### config.mk
export PLATFORM = sky130hd
export DESIGN_NAME = signed_radix_digit_sequencer
export DESIGN_NICKNAME = d
export VERILOG_FILES = /design/src/sv/srds_pkg.sv /design/src/sv/srds_ucode_rom.sv /design/src/sv/srds_sequencer.sv /design/src/sv/srds_datapath.sv /design/src/sv/signed_radix_digit_sequencer.sv
export SDC_FILE = /design/constraint.sdc
export NUM_CORES = 1
export LEC_CHECK = 0
export ABC_AREA = 1
export BUFFER_PORTS_ARGS = -buffer_cell sky130_fd_sc_hd__buf_2
export CORE_MARGIN = 2
export CORE_UTILIZATION = 51
export DETAILED_ROUTE_END_ITERATION = 8
export PLACE_DENSITY = 0.7
export SLEW_MARGIN = 20
export SYNTH_ARGS = -nofsm -noshare
export SYNTH_HDL_FRONTEND = slang
export SYNTH_SLANG_ARGS = --single-unit
export TNS_END_PERCENT = 30
### constraint.sdc
create_clock -name clk_i -period 3.2 [get_ports clk_i]
set_clock_uncertainty 0.15 [all_clocks]
set_input_delay 0.8 -clock clk_i [delete_from_list [all_inputs] [get_ports clk_i]]
set_output_delay 0.8 -clock clk_i [all_outputs]
set_load 0.01 [all_outputs]
### src/sv/srds_pkg.sv
// ----------------------------------------------------------------------------
// srds_pkg
// Shared types and codes of the signed radix digit sequencer.
// ----------------------------------------------------------------------------
`default_nettype none

package srds_pkg;

  // Configuration register indexes
  localparam logic CFG_NUMBER_BASE = 1'b0;
  localparam logic CFG_PAD_DIGITS  = 1'b1;

  localparam int unsigned BASE_W  = 5;
  localparam int unsigned MIND_W  = 7;
  localparam int unsigned OUT_TDATA_W = 8;

  localparam logic [BASE_W-1:0] BASE_RESET = 5'd10;
  localparam logic [BASE_W-1:0] BASE_MIN   = 5'd2;
  localparam logic [BASE_W-1:0] BASE_MAX   = 5'd16;

  // Stored element encoding: gap, digit 1..15, negative marker
  localparam logic [4:0] EL_GAP = 5'd0;
  localparam logic [4:0] EL_NEG = 5'd16;

  // Result element kinds
  localparam logic [1:0] KIND_DIGIT = 2'd0;
  localparam logic [1:0] KIND_GAP   = 2'd1;
  localparam logic [1:0] KIND_NEG   = 2'd2;

  typedef enum logic [2:0] {
    OP_NOP,
    OP_LOAD,
    OP_DIV_BIT,
    OP_PUT_DIGIT,
    OP_PUT_GAP,
    OP_PUT_NEG,
    OP_READ,
    OP_EMIT
  } srds_op_e;

  typedef enum logic [2:0] {
    COND_ALWAYS,
    COND_NEVER,
    COND_NO_INPUT,
    COND_MORE_BITS,
    COND_MAG_NZ,
    COND_PAD_DONE,
    COND_NOT_NEG,
    COND_NOT_LAST
  } srds_cond_e;

  localparam int unsigned UPC_W = 4;

  typedef struct packed {
    srds_op_e         op;
    srds_cond_e       cond;
    logic [UPC_W-1:0] target;
  } srds_uword_t;

  typedef struct packed {
    logic in_valid;
    logic more_bits;
    logic mag_nz;
    logic pad_done;
    logic neg;
    logic last;
    logic out_free;
  } srds_status_t;

endpackage

`default_nettype wire

### src/sv/srds_ucode_rom.sv
// ----------------------------------------------------------------------------
// srds_ucode_rom
// Control store: one control word per program step.
// ----------------------------------------------------------------------------
`default_nettype none

module srds_ucode_rom (
  input  logic [srds_pkg::UPC_W-1:0] upc_i,
  output srds_pkg::srds_uword_t      uword_o
);
  import srds_pkg::*;

  always_comb begin
    unique case (upc_i)
      // wait for a code, load magnitude and sign
      4'd0:    uword_o = '{op: OP_LOAD,      cond: COND_NO_INPUT,  target: 4'd0};
      // one quotient bit per cycle
      4'd1:    uword_o = '{op: OP_DIV_BIT,   cond: COND_MORE_BITS, target: 4'd1};
      // store remainder as digit, divide again while magnitude is left
      4'd2:    uword_o = '{op: OP_PUT_DIGIT, cond: COND_MAG_NZ,    target: 4'd1};
      4'd3:    uword_o = '{op: OP_NOP,       cond: COND_PAD_DONE,  target: 4'd5};
      4'd4:    uword_o = '{op: OP_PUT_GAP,   cond: COND_ALWAYS,    target: 4'd3};
      4'd5:    uword_o = '{op: OP_NOP,       cond: COND_NOT_NEG,   target: 4'd7};
      4'd6:    uword_o = '{op: OP_PUT_NEG,   cond: COND_NEVER,     target: 4'd7};
      // read element, then emit it once the output slot is free
      4'd7:    uword_o = '{op: OP_READ,      cond: COND_NEVER,     target: 4'd8};
      4'd8:    uword_o = '{op: OP_EMIT,      cond: COND_NOT_LAST,  target: 4'd7};
      4'd9:    uword_o = '{op: OP_NOP,       cond: COND_ALWAYS,    target: 4'd0};
      default: uword_o = '{op: OP_NOP,       cond: COND_ALWAYS,    target: 4'd0};
    endcase
  end

endmodule

`default_nettype wire

### src/sv/srds_sequencer.sv
// ----------------------------------------------------------------------------
// srds_sequencer
// Step counter with conditional jumps; holds on a busy output slot.
// ----------------------------------------------------------------------------
`default_nettype none

module srds_sequencer (
  input  logic                       clk_i,
  input  logic                       rst_ni,
  input  srds_pkg::srds_uword_t      uword_i,
  input  srds_pkg::srds_status_t     status_i,
  output logic [srds_pkg::UPC_W-1:0] upc_o
);
  import srds_pkg::*;

  logic [UPC_W-1:0] upc_q, upc_d;
  logic             jump;
  logic             hold;

  always_comb begin
    unique case (uword_i.cond)
      COND_ALWAYS:    jump = 1'b1;
      COND_NEVER:     jump = 1'b0;
      COND_NO_INPUT:  jump = !status_i.in_valid;
      COND_MORE_BITS: jump = status_i.more_bits;
      COND_MAG_NZ:    jump = status_i.mag_nz;
      COND_PAD_DONE:  jump = status_i.pad_done;
      COND_NOT_NEG:   jump = !status_i.neg;
      COND_NOT_LAST:  jump = !status_i.last;
      default:        jump = 1'b0;
    endcase
  end

  assign hold = (uword_i.op == OP_EMIT) && !status_i.out_free;

  always_comb begin
    priority if (hold) begin
      upc_d = upc_q;
    end else if (jump) begin
      upc_d = uword_i.target;
    end else begin
      upc_d = upc_q + UPC_W'(1);
    end
  end

  always_ff @(posedge clk_i or negedge rst_ni) begin
    if (!rst_ni) begin
      upc_q <= '0;
    end else begin
      upc_q <= upc_d;
    end
  end

  assign upc_o = upc_q;

endmodule

`default_nettype wire

### src/sv/srds_datapath.sv
// ----------------------------------------------------------------------------
// srds_datapath
// Config registers, bit-serial divider, element store and output register.
// ----------------------------------------------------------------------------
`default_nettype none

module srds_datapath #(
  parameter int unsigned CAPACITY   = 64,
  parameter int unsigned CODE_WIDTH = 32,
  localparam int unsigned IN_W      = ((CODE_WIDTH + 7) / 8) * 8
) (
  input  logic                                 clk_i,
  input  logic                                 rst_ni,
  input  srds_pkg::srds_uword_t                uword_i,
  output srds_pkg::srds_status_t               status_o,
  input  logic                                 cfg_we_i,
  input  logic                                 cfg_idx_i,
  input  logic [srds_pkg::MIND_W-1:0]          cfg_wdata_i,
  input  logic                                 in_valid_i,
  output logic                                 in_ready_o,
  input  logic [IN_W-1:0]                      in_data_i,
  output logic                                 out_valid_o,
  input  logic                                 out_ready_i,
  output logic [srds_pkg::OUT_TDATA_W-1:0]     out_data_o,
  output logic                                 out_last_o
);
  import srds_pkg::*;

  localparam int unsigned AW  = (CAPACITY > 1) ? $clog2(CAPACITY) : 1;
  localparam int unsigned CW  = $clog2(CAPACITY + 1);
  localparam int unsigned BCW = $clog2(CODE_WIDTH);

  logic [BASE_W-1:0] base_q;
  logic [MIND_W-1:0] pad_digits_q;
  logic [BASE_W-1:0] base_sat;

  logic [CODE_WIDTH-1:0] mag_q;
  logic [3:0]            rem_q;
  logic [BCW-1:0]        bitcnt_q;
  logic                  neg_q;
  logic [MIND_W-1:0]     digits_q;
  logic [CW-1:0]         count_q;
  logic [CW-1:0]         rp_q;

  logic [4:0] mem [CAPACITY];
  logic [4:0] rd_q;

  logic                  out_valid_q;
  logic [1:0]            kind_q;
  logic [3:0]            digit_q;
  logic                  last_q;

  logic [CODE_WIDTH-1:0] code;
  logic [CODE_WIDTH-1:0] code_abs;
  logic [4:0]            rem_sh;
  logic                  q_bit;
  logic [4:0]            rem_sub;
  logic                  in_fire;
  logic                  put;
  logic [4:0]            put_el;
  logic                  room;
  logic                  emit_fire;
  logic [CW-1:0]         rd_addr;
  logic                  last;

  // Saturate the radix into 2..16
  always_comb begin
    priority if (base_q < BASE_MIN) begin
      base_sat = BASE_MIN;
    end else if (base_q > BASE_MAX) begin
      base_sat = BASE_MAX;
    end else begin
      base_sat = base_q;
    end
  end

  assign code     = in_data_i[CODE_WIDTH-1:0];
  assign code_abs = code[CODE_WIDTH-1] ? (~code + CODE_WIDTH'(1)) : code;

  // Restoring division step: bring in the next magnitude bit
  assign rem_sh  = {rem_q, mag_q[CODE_WIDTH-1]};
  assign q_bit   = (rem_sh >= base_sat);
  assign rem_sub = q_bit ? (rem_sh - base_sat) : rem_sh;

  assign in_ready_o = (uword_i.op == OP_LOAD);
  assign in_fire    = in_ready_o && in_valid_i;

  always_comb begin
    unique case (uword_i.op)
      OP_PUT_DIGIT: begin
        put    = 1'b1;
        put_el = {1'b0, rem_q};
      end
      OP_PUT_GAP: begin
        put    = 1'b1;
        put_el = EL_GAP;
      end
      OP_PUT_NEG: begin
        put    = 1'b1;
        put_el = EL_NEG;
      end
      default: begin
        put    = 1'b0;
        put_el = EL_GAP;
      end
    endcase
  end

  assign room      = (count_q < CW'(CAPACITY));
  assign emit_fire = (uword_i.op == OP_EMIT) && (!out_valid_q || out_ready_i);
  assign rd_addr   = count_q - CW'(1) - rp_q;
  assign last      = ((rp_q + CW'(1)) == count_q);

  always_ff @(posedge clk_i or negedge rst_ni) begin
    if (!rst_ni) begin
      base_q       <= BASE_RESET;
      pad_digits_q <= '0;
    end else if (cfg_we_i) begin
      unique case (cfg_idx_i)
        CFG_NUMBER_BASE: base_q       <= cfg_wdata_i[BASE_W-1:0];
        CFG_PAD_DIGITS:  pad_digits_q <= cfg_wdata_i;
        default:         base_q       <= base_q;
      endcase
    end
  end

  always_ff @(posedge clk_i or negedge rst_ni) begin
    if (!rst_ni) begin
      mag_q    <= '0;
      rem_q    <= '0;
      bitcnt_q <= '0;
      neg_q    <= 1'b0;
      digits_q <= '0;
      count_q  <= '0;
      rp_q     <= '0;
    end else begin
      if (in_fire) begin
        mag_q    <= code_abs;
        neg_q    <= code[CODE_WIDTH-1];
        rem_q    <= '0;
        bitcnt_q <= '0;
        digits_q <= '0;
        count_q  <= '0;
        rp_q     <= '0;
      end
      if (uword_i.op == OP_DIV_BIT) begin
        mag_q    <= {mag_q[CODE_WIDTH-2:0], q_bit};
        rem_q    <= rem_sub[3:0];
        bitcnt_q <= bitcnt_q + BCW'(1);
      end
      if (uword_i.op == OP_PUT_DIGIT) begin
        rem_q    <= '0;
        bitcnt_q <= '0;
      end
      if (uword_i.op == OP_PUT_DIGIT || uword_i.op == OP_PUT_GAP) begin
        digits_q <= digits_q + MIND_W'(1);
      end
      // drop elements once the store is full
      if (put && room) begin
        count_q <= count_q + CW'(1);
      end
      if (emit_fire) begin
        rp_q <= rp_q + CW'(1);
      end
    end
  end

  always_ff @(posedge clk_i) begin
    if (put && room) begin
      mem[count_q[AW-1:0]] <= put_el;
    end
    if (uword_i.op == OP_READ) begin
      rd_q <= mem[rd_addr[AW-1:0]];
    end
  end

  always_ff @(posedge clk_i or negedge rst_ni) begin
    if (!rst_ni) begin
      out_valid_q <= 1'b0;
    end else if (emit_fire) begin
      out_valid_q <= 1'b1;
    end else if (out_ready_i) begin
      out_valid_q <= 1'b0;
    end
  end

  always_ff @(posedge clk_i) begin
    if (emit_fire) begin
      last_q <= last;
      if (rd_q == EL_NEG) begin
        kind_q  <= KIND_NEG;
        digit_q <= '0;
      end else if (rd_q == EL_GAP) begin
        kind_q  <= KIND_GAP;
        digit_q <= '0;
      end else begin
        kind_q  <= KIND_DIGIT;
        digit_q <= rd_q[3:0];
      end
    end
  end

  assign out_valid_o = out_valid_q;
  assign out_data_o  = {2'b00, digit_q, kind_q};
  assign out_last_o  = last_q;

  assign status_o.in_valid  = in_valid_i;
  assign status_o.more_bits = (bitcnt_q != BCW'(CODE_WIDTH - 1));
  assign status_o.mag_nz    = |mag_q;
  assign status_o.pad_done  = (digits_q >= pad_digits_q);
  assign status_o.neg       = neg_q;
  assign status_o.last      = last;
  assign status_o.out_free  = !out_valid_q || out_ready_i;

endmodule

`default_nettype wire

### src/sv/signed_radix_digit_sequencer.sv
// ----------------------------------------------------------------------------
// signed_radix_digit_sequencer
// Splits a signed code into radix digits and streams them out as elements:
// negative marker, padding gaps, then digits from most to least significant.
//
//   channel   dir  payload
//   s_axis    in   tdata: code_value
//   m_axis    out  tdata: element_kind, digit_value; tlast: last_element
//   cfg       in   index 0 number_base, index 1 pad digit count
//
// Digits come from a restoring divider that yields one quotient bit per cycle.
// Input is taken only at the program's first step; a stalled m_axis holds
// the emit step. No clearing pass after reset.
// ----------------------------------------------------------------------------
`default_nettype none

module signed_radix_digit_sequencer #(
  parameter int unsigned CAPACITY   = 64,
  parameter int unsigned CODE_WIDTH = 32,
  localparam int unsigned IN_W      = ((CODE_WIDTH + 7) / 8) * 8
) (
  input  logic                             clk_i,
  input  logic                             rst_ni,
  input  logic                             s_axis_tvalid,
  output logic                             s_axis_tready,
  input  logic [IN_W-1:0]                  s_axis_tdata,  // [CODE_WIDTH-1:0] code_value
  output logic                             m_axis_tvalid,
  input  logic                             m_axis_tready,
  output logic [srds_pkg::OUT_TDATA_W-1:0] m_axis_tdata,  // [1:0] kind, [5:2] digit
  output logic                             m_axis_tlast,
  input  logic                             cfg_we_i,
  input  logic                             cfg_idx_i,
  input  logic [srds_pkg::MIND_W-1:0]      cfg_wdata_i
);
  import srds_pkg::*;

  logic [UPC_W-1:0] upc;
  srds_uword_t      uword;
  srds_status_t     status;

  srds_ucode_rom u_rom (
    .upc_i   (upc),
    .uword_o (uword)
  );

  srds_sequencer u_seq (
    .clk_i    (clk_i),
    .rst_ni   (rst_ni),
    .uword_i  (uword),
    .status_i (status),
    .upc_o    (upc)
  );

  srds_datapath #(
    .CAPACITY   (CAPACITY),
    .CODE_WIDTH (CODE_WIDTH)
  ) u_dp (
    .clk_i       (clk_i),
    .rst_ni      (rst_ni),
    .uword_i     (uword),
    .status_o    (status),
    .cfg_we_i    (cfg_we_i),
    .cfg_idx_i   (cfg_idx_i),
    .cfg_wdata_i (cfg_wdata_i),
    .in_valid_i  (s_axis_tvalid),
    .in_ready_o  (s_axis_tready),
    .in_data_i   (s_axis_tdata),
    .out_valid_o (m_axis_tvalid),
    .out_ready_i (m_axis_tready),
    .out_data_o  (m_axis_tdata),
    .out_last_o  (m_axis_tlast)
  );

endmodule

`default_nettype wire

### Yosys cells after proc, flatten, opt, wreduce, memory -nomap -nowiden

Memories as Yosys holds them, arrays and structs flattened. A register that Yosys moved wholly into a read port is not among the register bits.
Index checks and enable logic that the tools add are counted.

* flip-flop bits (word level): 87
* memory bits (writable): 320
* ROM bits: 160
* input bits: 45
* output and inout bits: 11
* word-level logic and storage cells: 98
* memories kept: 2

Memories
* u_dp.mem: depth 64, bits a word 5, read ports 1, clocked after Yosys merged registers in 1, wr ports 1, line srds_datapath.sv:45 `logic [4:0] mem [CAPACITY];`
* (no name shown): depth 16, bits a word 10, read ports 1, clocked after Yosys merged registers in 0, wr ports 0, line srds_ucode_rom.sv:14 `unique case (upc_i)`

* add/sub/neg operators: 9
* $lt $le $gt $ge: 5
* equality and inequality tests: 17
* mux-type cells: 25
* bitwise gates (word level): 2
* reductions and logical operators: 24

Operators with widths (number)
* 2-to-1 mux 32 bit: 3
* adder 32 x 1 -> 32 bit, second input constant: 1
* inverter 32 bit: 1
* OR reduction 32 bit: 1
* 2-to-1 mux 7 bit: 4
* 2-to-1 mux 5 bit: 5
* equality test 3 bit, second input constant: 8
* adder 7 x 1 -> 7 bit, second input constant: 3
* 2-to-1 mux 4 bit: 5
* equality test 3 x 2 -> 1 bit, second input constant: 4
* case mux 5 bit (2 select lines): 1
* nonzero test 2 bit: 5
* case mux 1 bit (8 select lines): 1
* equality test 7 bit: 1
* >= comparator 7 bit: 1
* < comparator 7 bit, second input constant: 1
* equality test 3 x 1 -> 1 bit, second input constant: 2
* 2-to-1 mux 1 bit: 6
* subtractor 6 x 1 -> 6 bit, second input constant: 1
* subtractor 6 bit: 1
* adder 5 x 1 -> 5 bit, second input constant: 1
* equality test 5 bit, second input constant: 1
* >= comparator 5 bit: 1
* > comparator 5 bit, second input constant: 1
* other kinds (14): 23

### Logic depth before layout (Yosys ltp)

* word-level depth: 7
* mapped depth: 18
* depth with buffers taken out: 18

### Modules after synthesis

Synthesis repeated with hierarchy kept, for this count alone.

* cell total of the unflattened synthesis: 2334
* area, all modules: 20641.0 um2

Modules (own cells, without submodules)
* srds_datapath: times used 1, cells each 2236, area each 20040.5 um2, seq. area each 11873.9 um2
* srds_sequencer: times used 1, cells each 54, area each 361.6 um2, seq. area each 100.1 um2
* srds_ucode_rom: times used 1, cells each 44, area each 239.0 um2, seq. area each 0.0 um2

### Worst setup path before layout

No wires, ideal clock.

* kind: register to register
* from: register u_seq.upc_q[0] (netlist: u_seq.upc_o[0])
* to: memory u_dp.mem[0][4], data pin
* setup time: 0.501 ns
* arrival time: 2.832 ns
* required time: 2.549 ns
* slack: -0.283 ns
* stages on the path, launching flop included: 10
* path buffers: 0
* clock period less this slack: 3.483 ns
* path through: dfrtp_1 -> inv_1 -> ha_1 -> inv_1 -> o21ai_1 -> a21oi_4 -> inv_2 -> nor2_1 -> inv_1 -> nor2_1

* cells in the longest elaborated chain, start to end: 3
* elaborated cells on any way between the ends: 4
* those cells by class: eq/ne (2); mux (1); memory (1)

Ends and longest elaborated chain
* from (decl): line srds_sequencer.sv:16 `logic [UPC_W-1:0] upc_q, upc_d;`
* from (signal assigned): line srds_sequencer.sv:50 `upc_q <= upc_d;`
* memory read (16 x 10 bit) *
* equality test 3 bit / equality test 3 x 2 -> 1 bit (equally long branches): line srds_datapath.sv:89 `unique case (uword_i.op)`
* case mux 5 bit (2 select lines) *: line srds_datapath.sv:89
* net u_dp.put_el[4]: line srds_datapath.sv:60 `logic [4:0] put_el;`
* to (decl): line srds_datapath.sv:45

Mark *: on every way through the listed nets, which the timed path passes. The rest lies on a longest branch.

### Final worst setup path

* from: register u_seq.upc_q[1] (netlist: u_seq.upc_o[1])
* to: memory u_dp.mem[39][0] (enable)

* cells in the longest elaborated chain, start to end: 7
* elaborated cells on any way between the ends: 9
* those cells by class: eq/ne (3); mux (3); reduce/logical (2); memory (1)

Ends and longest elaborated chain
* memory read (16 x 10 bit) *
* equality test 3 bit / equality test 3 x 2 -> 1 bit (equally long branches): line srds_datapath.sv:89
* OR reduction 3 bit (no line) *
* 2-to-1 mux 1 bit *: line srds_datapath.sv:89
* logical AND 1 bit *: line srds_datapath.sv:169 `if (put && room) begin`
* 2-to-1 mux 1 bit *: line srds_datapath.sv:169
* 2-to-1 mux 1 bit (not written as such) *: line srds_datapath.sv:170 `mem[count_q[AW-1:0]] <= put_el;`

Mark *: on every way between the ends. The rest lies on a longest branch, timed or not.

==> impl_metrics.json <==
{
  "status": "finished clean",
  "ys_seq_elements": 412,
  "num_antenna_cells": 0,
  "cpPeakStageDelay_ns": 0.43,
  "hp-class": "in2async",
  "clock_latency_ns": 0.57,
  "initial_core_util_pct": 51.8,
  "crit_buf_inv": 5,
  "r2r_cells": 13,
  "path_cells": "inv_1 -> ha_1 -> inv_1 -> o21ai_1 -> a21oi_4 -> inv_2 -> nor2_1 -> inv_1 -> nand2_1 -> nand2_2 -> inv_4 -> nand2_1 -> nor2_1",
  "final_cells": 2422,
  "die_w_um": 197,
  "cp.arrival_ns": 3.14,
  "setup_viol": 0,
  "syn_avg_cell_area_um2": 10.4,
  "routed_via_density": 5.78,
  "synthAdderAreaFrac_pct": 2.12,
  "drv_cap": 0,
  "finalCritPeriodShare_pct": 95.9,
  "grt_pass1_wl_mm": 73.7,
  "synth_cell_type_count": 55,
  "antenna_found_initial": 1,
  "slowest_stage": "nor2_1",
  "crit_path_end_kind": "register",
  "muxShareOfSynthArea_pct": 0,
  "setup_ws_ns": 0.130,
  "synth_xor_area_share_pct": 1.61,
  "cts_sinks": 412,
  "dieArea_mm2": 0.0388,
  "fin_crit_ns": 3.07,
  "r2r-start": "u_seq.upc_o[1]$_DFFE_PN0N_",
  "pwr_density_cell_mw_per_mm2": 1130,
  "required_ns": 3.27,
  "netlist_area_mm2": 0.0190,
  "cts_tree": "yes",
  "slew_headroom_pct": 49.9,
  "drc": 0,
  "groute.usage.overall_pct": 24.4,
  "cts_inserted_buffers": 45,
  "wl_mm": 46.6,
  "post_cts_buffers": 0,
  "startpoint_type": "register",
  "drt_iter0_drc": 1312,
  "tightest_slew_ns": 0.752,
  "gr-total-overflow": 0,
  "path_common_cell": "inv_1",
  "worst-path-max-fanout": 13,
  "hold-worst-slack_ns": 0.0988,
  "path_clk_slew_ns": 0.06,
  "wire_per_inst_um": 19.2,
  "final_util_pct": 58.8,
  "yosys_warnings": 0,
  "r2r_slack_ns": 0.13,
  "rsz0062_at_grt": "true",
  "grt_pass1_vias": 13600,
  "io_pins": 56,
  "postCtsHoldBufs": 0,
  "maxSlewViolCount": 0,
  "path_class": "reg2reg",
  "coreArea_mm2": 0.0367,
  "synth_edf_count": 332,
  "num_rows": 70,
  "root_buffer": "clkbuf_16",
  "synth.area.top_cells": "edfxtp_1 52%, dfrtp_1 10%, nor2_1 7.4%",
  "total_leakage_power_nw": 8.26,
  "synth_cells": 1833,
  "synthFlopType": "edfxtp_1",
  "syn_to_final_growth_pct": 13.6,
  "vias": 14000,
  "synth_compound_gate_area_share_pct": 10.4,
  "yosys.area_share.simple_pct": 18.2,
  "place_congestion": 0.897,
  "pre_cts_slack_ns": 0.181,
  "yosys.area.top_type": "edfxtp_1",
  "max_freq_mhz": 326,
  "drive_gt1_share_pct": 12.8,
  "cts-resized-gates": 0,
  "hold_viol_final": 0,
  "vdd_drop_max_mv": 1.00,
  "dp_cells": 2339,
  "synth_top_area_share_pct": 52.5,
  "h-tree-depth": 2,
  "synth-seq-area-share_pct": 63.0,
  "dr.pass1.iters": 6,
  "grt_max_degree": 75,
  "clk_path_buf_depth": 3,
  "rr_endpoint": "u_dp.mem[39][0]$_DFFE_PP_",
  "postSynth.asyncResetShare_pct": 19.4,
  "post-dp-hpwl_mm": 29.7,
  "ant_nets": 0,
  "numPortBuffers": 53,
  "nets": 1994,
  "die_h_um": 197,
  "crit_family": "simple AND/OR/NAND/NOR gates",
  "synth_top_family_by_area": "simple AND/OR/NAND/NOR gates"
}
==> power breakdown <==
part	switching, W	internal (W)
registers	0.000406	0.00666
clock network	0.00209	0.00283
logic	0.00842	0.00401
==> layout by cell type, fill, tap and decap left out, drive strengths merged, types with 11 or more instances in the layout <==
master,n
nor2,377
edfxtp,332
nand2,323
o21ai,140
buf,130
inv,120
nand3,96
o32ai,81
dfrtp,78
clkbuf,59
a21oi,36
ha,29
xor2,27
clkinv,18
nor3,17
o22ai,12
nand4,12
o221ai,11
==> synthesized netlist by cell type (2+ instances only) <==
| library cell | count |
|---|---|
| xnor2_1 | 7 |
| o22ai_1 | 12 |
| xor2_1 | 26 |
| o32ai_1 | 81 |
| nand3_2 | 2 |
| buf_4 | 4 |
| o21bai_1 | 4 |
| nand2_1 | 309 |
| a21oi_1 | 35 |
| or2_2 | 5 |
| nand4_1 | 10 |
| buf_1 | 3 |
| inv_1 | 106 |
| o21ai_0 | 129 |
| buf_6 | 3 |
| buf_2 | 27 |
| inv_2 | 10 |
| fa_1 | 2 |
| ha_1 | 29 |
| nor2_1 | 375 |
| nand3_1 | 92 |
| dfrtp_1 | 78 |
| edfxtp_1 | 332 |
| nand3_4 | 2 |
| a22o_1 | 2 |
| nor4_1 | 5 |
| o21ai_1 | 10 |
| inv_4 | 2 |
| o31ai_1 | 3 |
| dfstp_2 | 2 |
| o221ai_1 | 11 |
| clkbuf_1 | 55 |
| nand2_2 | 14 |
| nor3_1 | 15 |
| o211ai_1 | 10 |
| nand4_2 | 2 |
==> worst max-delay path by stage <==
stage / startpoint / to / slack [ns] / cells after the start
6_report: u_seq.upc_o[1]$_DFFE_PN0N_ / u_dp.mem[39][0]$_DFFE_PP_ / 0.13 / 13
4_1_cts: u_seq.upc_o[1]$_DFFE_PN0N_ / s_axis_tready / 0.09 / 8
5_1_grt: u_seq.upc_o[1]$_DFFE_PN0N_ / u_dp.mem[15][1]$_DFFE_PP_ / -0.04 / 13
3_5_place_dp: u_seq.upc_o[1]$_DFFE_PN0N_ / u_dp.mem[39][1]$_DFFE_PP_ / 0.18 / 13
2_1_floorplan: u_seq.upc_o[1]$_DFFE_PN0N_ / u_dp.mem[0][0]$_DFFE_PP_ / -0.26 / 8
3_3_place_gp: u_seq.upc_o[1]$_DFFE_PN0N_ / u_dp.mem[55][1]$_DFFE_PP_ / 0.26 / 13
==> per-layer routing <==
metal,track usage (%),routed length (um),share of wire [%]
met1,33.5,19800,42
met2,40.4,22200,48
met3,3.02,3170,6.8
met4,8.69,1380,3.0
met5,0,11,0.024
==> logic make-up (layout without fill, tap and decap cells) <==
group | count (synthesis) | after routing
compound gates | 306 | 306
xor+xnor | 34 | 34
fa+ha+maj | 31 | 31
buf+inv | 212 | 332
flops | 412 | 412
other cells | 1 | 2
simple gates | 837 | 837
==> sequential cells by signal, summed over array words and instances, names as in the netlist <==
| name | flops |
|---|---|
| u_dp.mem | 320 |
| u_dp.mag_q | 32 |
| u_dp.count_q | 7 |
| u_dp.digits_q | 7 |
| u_dp.pad_digits_q | 7 |
| u_dp.rp_q | 7 |
| u_dp.base_q | 5 |
| u_dp.bitcnt_q | 5 |
| u_dp.rd_q | 5 |
| u_dp.digit_q | 4 |
| u_dp.rem_q | 4 |
| u_seq.upc_o | 4 |
| u_dp.kind_q | 2 |
| u_dp.neg_q | 1 |
| u_dp.out_last_o | 1 |
| u_dp.out_valid_o | 1 |
==> stage by stage <==
stage / power, W / setup TNS (ns) / cell area [um^2]
after floorplan: 0.0157 / -66.76 / 19000
after global placement: 0.0192 / 0 / 20200
after detailed placement: 0.0194 / 0 / 20200
after CTS: 0.0244 / 0 / 21600
after global routing: 0.0260 / -0.637 / 21600
final: 0.0244 / 0 / 21600
==> cell type report <==
cell class	count	area (um^2)
well taps	468	586
clock inverters	24	181
inverters	119	454
clock buffers	59	1210
multi-input cells	1210	6210
fillers	2985	15100
repair buffers	130	971
flip-flops and latches	412	12000
No activity file was read; power rests on OpenSTA's default activity.
